===== config.mk =====
export PLATFORM = sky130hd
export DESIGN_NAME = two_axis_motor_quadrature_sim
export DESIGN_NICKNAME = d
export VERILOG_FILES = /design/src/tamq_pkg.sv /design/src/tamq_axis.sv /design/src/two_axis_motor_quadrature_sim.sv
export SDC_FILE = /design/constraint.sdc
export NUM_CORES = 1
export LEC_CHECK = 0
export ABC_AREA = 1
export BUFFER_PORTS_ARGS = -buffer_cell sky130_fd_sc_hd__clkbuf_2
export CAP_MARGIN = 10
export CELL_PAD_IN_SITES_DETAIL_PLACEMENT = 2
export CELL_PAD_IN_SITES_GLOBAL_PLACEMENT = 2
export CORE_ASPECT_RATIO = 1.2
export CORE_MARGIN = 1.5
export CORE_UTILIZATION = 36
export DETAILED_ROUTE_END_ITERATION = 7
export PLACE_DENSITY = 0.91
export SETUP_SLACK_MARGIN = 0.02
export SYNTH_ARGS = -nofsm -noshare
export SYNTH_HDL_FRONTEND = slang
export SYNTH_HIERARCHICAL = 1
export SYNTH_SLANG_ARGS = --single-unit

===== constraint.sdc =====
create_clock -name clk -period 3.4 [get_ports clk]
set_input_delay 1.02 -clock clk [delete_from_list [all_inputs] [get_ports clk]]
set_output_delay 1.02 -clock clk [all_outputs]
set_load 0.05 [all_outputs]

===== src/tamq_pkg.sv =====
// shared types, constants and helpers for the two-axis motor encoder model
`timescale 1ns / 1ps

package tamq_pkg;

    localparam int POSITION_BITS = 10;
    localparam int TIMER_BITS    = 16;
    localparam int ENCODER_BITS  = 2;
    localparam int DIR_BITS      = 2;
    localparam int CFG_INDEX_BITS = 2;
    localparam int CFG_DATA_BITS  = 16;
    localparam int IN_DATA_BITS   = 8;
    localparam int OUT_FIELD_BITS = 2 * POSITION_BITS + 2 * ENCODER_BITS + 2;
    localparam int OUT_DATA_BITS  = ((OUT_FIELD_BITS + 7) / 8) * 8;

    localparam logic [TIMER_BITS-1:0]    STEP_PERIOD_RESET = TIMER_BITS'(2500);
    localparam logic [POSITION_BITS-1:0] X_LIMIT_RESET     = POSITION_BITS'(750 - 1);
    localparam logic [POSITION_BITS-1:0] Y_LIMIT_RESET     = POSITION_BITS'(575 - 1);
    localparam logic [POSITION_BITS-1:0] X_POSITION_RESET  = POSITION_BITS'(139);
    localparam logic [POSITION_BITS-1:0] Y_POSITION_RESET  = POSITION_BITS'(522);
    localparam logic [TIMER_BITS-1:0]    REMAINING_RESET   = TIMER_BITS'(2500 / 2);

    typedef enum logic [CFG_INDEX_BITS-1:0] {
        REG_STEP_PERIOD = 2'd0,
        REG_X_LIMIT     = 2'd1,
        REG_Y_LIMIT     = 2'd2
    } reg_index_t;

    typedef enum logic {
        OP_TICK  = 1'b0,
        OP_WRITE = 1'b1
    } operation_t;

    // direction bit 1 = increase, bit 0 = decrease
    localparam logic [DIR_BITS-1:0] DIR_STOP = 2'b00;
    localparam logic [DIR_BITS-1:0] DIR_BOTH = 2'b11;
    localparam int DIR_UP_BIT = 1;

    typedef struct packed {
        logic [DIR_BITS-1:0]      direction;
        logic [POSITION_BITS-1:0] position;
        logic [TIMER_BITS-1:0]    remaining;
        logic [ENCODER_BITS-1:0]  encoder;
        logic                     running;
    } axis_state_t;

    function automatic logic [ENCODER_BITS-1:0] gray_code(input logic [1:0] low_bits);
        logic [ENCODER_BITS-1:0] code;
        begin
            case (low_bits)
                2'd0:    code = 2'd0;
                2'd1:    code = 2'd1;
                2'd2:    code = 2'd3;
                2'd3:    code = 2'd2;
                default: code = 2'd0;
            endcase
            return code;
        end
    endfunction

endpackage


===== src/tamq_axis.sv =====
// next-state logic for one motor axis: countdown, stepping and direction control
`timescale 1ns / 1ps

module tamq_axis
(
    input  tamq_pkg::axis_state_t                cur,
    input  logic                                 operation,
    input  logic [tamq_pkg::DIR_BITS-1:0]        dir_in,
    input  logic [tamq_pkg::TIMER_BITS-1:0]      step_period,
    input  logic [tamq_pkg::POSITION_BITS-1:0]   limit,
    output tamq_pkg::axis_state_t                nxt
);
    import tamq_pkg::*;

    logic [DIR_BITS-1:0]      dir_clean;
    logic                     can_step;
    logic [POSITION_BITS-1:0] stepped_position;

    assign dir_clean = (dir_in == DIR_BOTH) ? DIR_STOP : dir_in;

    always_comb
    begin
        if (cur.direction[DIR_UP_BIT])
        begin
            can_step         = cur.position < limit;
            stepped_position = cur.position + POSITION_BITS'(1);
        end
        else
        begin
            can_step         = cur.position != '0;
            stepped_position = cur.position - POSITION_BITS'(1);
        end
    end

    always_comb
    begin
        nxt = cur;
        if (operation == OP_WRITE)
        begin
            if (dir_clean != cur.direction)
            begin
                // phase flip when the increase bit changes
                if (dir_clean[DIR_UP_BIT] != cur.direction[DIR_UP_BIT])
                begin
                    nxt.remaining = (cur.remaining > step_period) ? '0
                                    : step_period - cur.remaining;
                end
                nxt.direction = dir_clean;
                nxt.running   = dir_clean != DIR_STOP;
            end
        end
        else if (cur.running)
        begin
            if (cur.remaining > TIMER_BITS'(1))
            begin
                nxt.remaining = cur.remaining - TIMER_BITS'(1);
            end
            else
            begin
                nxt.remaining = step_period;
                if (can_step)
                begin
                    nxt.position = stepped_position;
                    nxt.encoder  = gray_code(stepped_position[1:0]);
                end
                else
                begin
                    nxt.running = 1'b0;
                end
            end
        end
    end

endmodule


===== src/two_axis_motor_quadrature_sim.sv =====
// top level: two motor axes with quadrature encoders, config port and output stage
// the result of an accepted item is registered in the output register, or in the skid entry while the output is held
// throughput: one item per cycle while the skid entry is empty; both axes update from one compare and add each
// a two-entry output stage keeps s_tready registered, independent of m_tready
// reset: asynchronous active-low; registers at their defaults, positions 139 and 522,
// both axes stopped, countdown at half of the default period, no result pending
`timescale 1ns / 1ps

module two_axis_motor_quadrature_sim
(
    input  logic                                   clk,
    input  logic                                   rst_n,
    input  logic                                   cfg_valid,
    output logic                                   cfg_ready,
    input  logic [tamq_pkg::CFG_INDEX_BITS-1:0]    cfg_index,
    input  logic [tamq_pkg::CFG_DATA_BITS-1:0]     cfg_data,
    input  logic                                   s_tvalid,
    output logic                                   s_tready,
    input  logic [tamq_pkg::IN_DATA_BITS-1:0]      s_tdata,  // control_byte
    input  logic                                   s_tuser,  // operation
    output logic                                   m_tvalid,
    input  logic                                   m_tready,
    // x_position, y_position, x_encoder, y_encoder, x_moving, y_moving, zero fill
    output logic [tamq_pkg::OUT_DATA_BITS-1:0]     m_tdata
);
    import tamq_pkg::*;

    logic [TIMER_BITS-1:0]    step_period_reg;
    logic [POSITION_BITS-1:0] x_limit_reg;
    logic [POSITION_BITS-1:0] y_limit_reg;

    axis_state_t x_state_reg, x_state_next, x_state_calc;
    axis_state_t y_state_reg, y_state_next, y_state_calc;

    logic [OUT_DATA_BITS-1:0] out_data_reg, out_data_next, result;
    logic [OUT_DATA_BITS-1:0] skid_data_reg, skid_data_next;
    logic                     out_valid_reg, out_valid_next;
    logic                     skid_valid_reg, skid_valid_next;

    logic accept;
    logic take;

    assign cfg_ready = 1'b1;
    assign s_tready  = !skid_valid_reg;
    assign accept    = s_tvalid && s_tready;
    assign take      = out_valid_reg && m_tready;
    assign m_tvalid  = out_valid_reg;
    assign m_tdata   = out_data_reg;

    // configuration registers
    always_ff @(posedge clk or negedge rst_n)
    begin
        if (!rst_n)
        begin
            step_period_reg <= STEP_PERIOD_RESET;
            x_limit_reg     <= X_LIMIT_RESET;
            y_limit_reg     <= Y_LIMIT_RESET;
        end
        else if (cfg_valid && cfg_ready)
        begin
            case (cfg_index)
                REG_STEP_PERIOD: step_period_reg <= cfg_data[TIMER_BITS-1:0];
                REG_X_LIMIT:     x_limit_reg     <= cfg_data[POSITION_BITS-1:0];
                REG_Y_LIMIT:     y_limit_reg     <= cfg_data[POSITION_BITS-1:0];
                default:         ;
            endcase
        end
    end

    // x: d3 right (increase), d2 left (decrease)
    tamq_axis u_axis_x
    (
        .cur         (x_state_reg),
        .operation   (s_tuser),
        .dir_in      ({s_tdata[3], s_tdata[2]}),
        .step_period (step_period_reg),
        .limit       (x_limit_reg),
        .nxt         (x_state_calc)
    );

    // y: d0 down (increase), d1 up (decrease)
    tamq_axis u_axis_y
    (
        .cur         (y_state_reg),
        .operation   (s_tuser),
        .dir_in      ({s_tdata[0], s_tdata[1]}),
        .step_period (step_period_reg),
        .limit       (y_limit_reg),
        .nxt         (y_state_calc)
    );

    assign x_state_next = accept ? x_state_calc : x_state_reg;
    assign y_state_next = accept ? y_state_calc : y_state_reg;

    assign result = OUT_DATA_BITS'({y_state_calc.running, x_state_calc.running,
                                    y_state_calc.encoder, x_state_calc.encoder,
                                    y_state_calc.position, x_state_calc.position});

    always_ff @(posedge clk or negedge rst_n)
    begin
        if (!rst_n)
        begin
            x_state_reg <= '{direction: DIR_STOP, position: X_POSITION_RESET,
                             remaining: REMAINING_RESET, encoder: '0, running: 1'b0};
            y_state_reg <= '{direction: DIR_STOP, position: Y_POSITION_RESET,
                             remaining: REMAINING_RESET, encoder: '0, running: 1'b0};
        end
        else
        begin
            x_state_reg <= x_state_next;
            y_state_reg <= y_state_next;
        end
    end

    // output register plus skid entry
    always_comb
    begin
        out_valid_next  = out_valid_reg;
        out_data_next   = out_data_reg;
        skid_valid_next = skid_valid_reg;
        skid_data_next  = skid_data_reg;
        if (skid_valid_reg)
        begin
            if (take)
            begin
                out_data_next   = skid_data_reg;
                skid_valid_next = 1'b0;
            end
        end
        else if (accept)
        begin
            if (!out_valid_reg || take)
            begin
                out_data_next  = result;
                out_valid_next = 1'b1;
            end
            else
            begin
                skid_data_next  = result;
                skid_valid_next = 1'b1;
            end
        end
        else if (take)
        begin
            out_valid_next = 1'b0;
        end
    end

    always_ff @(posedge clk or negedge rst_n)
    begin
        if (!rst_n)
        begin
            out_valid_reg  <= 1'b0;
            skid_valid_reg <= 1'b0;
        end
        else
        begin
            out_valid_reg  <= out_valid_next;
            skid_valid_reg <= skid_valid_next;
        end
    end

    always_ff @(posedge clk)
    begin
        out_data_reg  <= out_data_next;
        skid_data_reg <= skid_data_next;
    end

    // a held skid entry always sits behind a pending output transaction
    assert property (@(posedge clk) disable iff (!rst_n)
        skid_valid_reg |-> out_valid_reg)
        else $error("skid entry held without pending output");

    // axis state only moves on an accepted item
    assert property (@(posedge clk) disable iff (!rst_n)
        !$past(accept) |-> ($stable(x_state_reg) && $stable(y_state_reg)))
        else $error("axis state changed without an accepted item");

    // a running axis always has a direction
    assert property (@(posedge clk) disable iff (!rst_n)
        (!x_state_reg.running || x_state_reg.direction != DIR_STOP) &&
        (!y_state_reg.running || y_state_reg.direction != DIR_STOP))
        else $error("axis running with no direction");

    // a step moves the x position by one count at most
    assert property (@(posedge clk) disable iff (!rst_n)
        $past(accept) && ($past(x_state_reg.position) != x_state_reg.position) |->
        ((x_state_reg.position == $past(x_state_reg.position) + POSITION_BITS'(1)) ||
         (x_state_reg.position == $past(x_state_reg.position) - POSITION_BITS'(1))))
        else $error("x position jumped by more than one count");

endmodule

==> metrics.txt <==
max-cap violations=0; Critical Path End Type=flip-flop; CP top delay family=compound AO/OA/AOI/OAI gates; clock-pin slew on the worst setup and hold paths=0.07 ns; final net count=1954; post-route clock period utilization=0.9285; overall global routing resource usage=0.3410; Post-DP HPWL=38990 um; Die Y-Extent=approximately 210 um; H-tree depth=4; via count=13500; Setup Buffers After CTS=0; share of cells above drive strength 1=0.1342; total CTS buffers=17; grt total ovfl=0; #FFs+latches synth=152; setup violators final=0; Clock Skews=0.01349 ns; CP Depth=10; Syn Inst Count=1806; Area growth, synth to finish=9.498%; largest net degree at the start of global routing=71; final hold vios=0; dpl ws=0.2770 ns; r2r setup slk=0.24 ns; post-synth top area share=0.1706; Residual DRC=0; Clock Sinks=between 150 and 200; row count=74; slew margin rel.=0.5326; asr flop ratio synth=0.6579; Worst Hold Class=flip-flop to flip-flop; P per Cell Area=936.8 nW/um2; yosys warns=6; post-layout util=0.4029; final WL=between 60000 and 70000 um; clk_lat worst skew=0.47 ns; RR Startpoint=x_state_reg[30]; first-pass GRT wire length=94290 um; syn avg cell area=about 7 um2; critical-path cell list=inv_1, ha_1, nand2_1, o21ai_0, nand3_1, nand2_1, xor2_1, o21ai_2, inv_1, o21ai_0; CP Capture Point=m_tdata[7]; Slew Viols, Final=0; total power=12.93 mW; Initial DRT Pass Iterations=5; startpoint class of the critical path=flip-flop; root buf cell=clkbuf_16; Worst Path Arrival=3.35 ns; Routability Congestion=about 0.84; RSZ-0062 raised after global routing=false; slowest stage delay, CP=0.57 ns; distinct cell type count after synthesis=43; vias in the first global route=15230; main area contributors after synthesis=nand2_1 (17%), dfrtp_1 (13%), edfxtp_1 (12%); Setup WS post-layout=0.2432 ns; leak pwr=7.023 nW; via/cell ratio=5.840; CP max FO=10; IO Pins=67; Worst VDD drop=0.0002647 V; Buf+Inv Stages, Crit Path=2; Hold Buf Count CTS=0; slowest CP cell=o21ai_0; status=complete, no violations; Core ar.=34260 um2; register area share after synthesis=0.3259; EDFF count, synth=52; Starting Density=0.3680; min Tclk post-route=between 3 and 4 ns; Top FF cell, synth=dfrtp_1; die area=36150 um2; CTS tree=built; measured slew at the worst slew-check pin=0.6938 ns; I/O Buffers=55; area leader, netlist=nand2_1; launch point of the worst path=x_state_reg[30]; Crit Path Class=flip-flop to flip-flop; max frequency=316.8 MHz; Required @ worst endpoint=3.59 ns; post-cts repair resize count=0; RR Endpoint=m_tdata[7]; Avg WL per Cell=26.66 um; mapped cell area=12610 um2; clock buffer depth=2; Reg2Reg Depth=10; DRT antenna net count=0; setup tns final=0 ns; Die X=173.8 um; initial drt markers=1048; initial antenna violation count=1
cell type report:
cell class / instances / area [um2]
sequential: 152 / 4108
inverter: 264 / 991.0
timing repair buffer: 76 / 460.4
multi-input combinational: 1331 / 7082
antenna: 1 / 2.502
clock buffer: 19 / 432.9
clock inverter: 13 / 156.4
fill: 4025 / 20450
tap: 456 / 570.5
layout by cell type, fill, tap and decap left out, types with 8 or more instances in the layout:
cell / instances
nand2_1: 573
inv_1: 262
nand3_1: 134
nor2_1: 125
o21ai_0: 99
ha_1: 76
a21oi_1: 66
dfrtp_1: 65
clkbuf_2: 54
edfxtp_1: 52
dfstp_2: 35
nand2_2: 34
o21ai_2: 34
nand4_1: 30
xnor2_1: 23
xor2_1: 21
buf_4: 20
clkbuf_16: 17
o21ai_1: 15
o211ai_2: 13
o21bai_1: 12
nand3b_1: 8
report_power, final:
part | switching [mW] | internal, mW
logic | 5.60 | 2.09
clock network | 0.906 | 1.15
registers | 0.699 | 2.49
total | 7.21 | 5.73
stage by stage:
stage	cell area, um2	hold WS [ns]	std cells
6_report	13800	0.4857	2312
5_1_grt	13800	0.4999	2312
4_1_cts	13800	0.4909	2311
3_5_place_dp	13210	0.4595	2279
3_3_place_gp	13210	0.4543	2279
2_1_floorplan	12620	0.4419	1811
tightest hold or removal path, cell delays in order, from the launching register on:
cell and delay [ns]:
dfstp_2 0.38, nand2_1 0.06, nand2_1 0.04
worst min-delay path by stage:
stage                   start  cells past startpoint              to
2_1_floorplan  x_limit_reg[1]                      2  x_limit_reg[1]
3_3_place_gp   y_limit_reg[9]                      2  y_limit_reg[9]
3_5_place_dp   x_limit_reg[0]                      2  x_limit_reg[0]
4_1_cts        x_limit_reg[6]                      2  x_limit_reg[6]
5_1_grt        x_limit_reg[6]                      2  x_limit_reg[6]
6_report       y_limit_reg[2]                      2  y_limit_reg[2]
per-layer routing:
layer / track usage / up-vias / routed length (um)
li1: - / 5830 / -
met1: 0.3674 / 6932 / 23190
met2: 0.6210 / 545 / 31730
met3: 0.04898 / 196 / 2718
met4: 0.2197 / 0 / 3990
met5: 0 / - / 0
cell families after synthesis:
family	after synthesis	synth area share
buffers and inverters	328	0.1144
flip-flops	152	0.3259
AND/OR/NAND/NOR	947	0.3232
adder cells (fa/ha/maj)	80	0.08179
other	2	0.0005958
AO/OA/AOI/OAI	253	0.1236
XOR/XNOR	44	0.03057
cell usage after synthesis (6+ instances only):
cell type / n
xnor2_1: 23
a21oi_1: 66
o21ai_1: 15
edfxtp_1: 52
o21ai_0: 99
buf_4: 16
buf_2: 11
ha_1: 76
dfrtp_1: 65
nand2_1: 573
nand2_2: 35
nand3b_1: 8
o21bai_1: 12
nand3_1: 134
nor3_1: 7
o211ai_2: 13
nor2_1: 126
nand4_1: 30
xor2_1: 21
dfstp_2: 35
nor2_2: 6
nor2_4: 7
and2_1: 7
inv_1: 262
clkbuf_1: 16
o21ai_2: 34
buf_6: 18
Power figures use the tool's default switching activity.
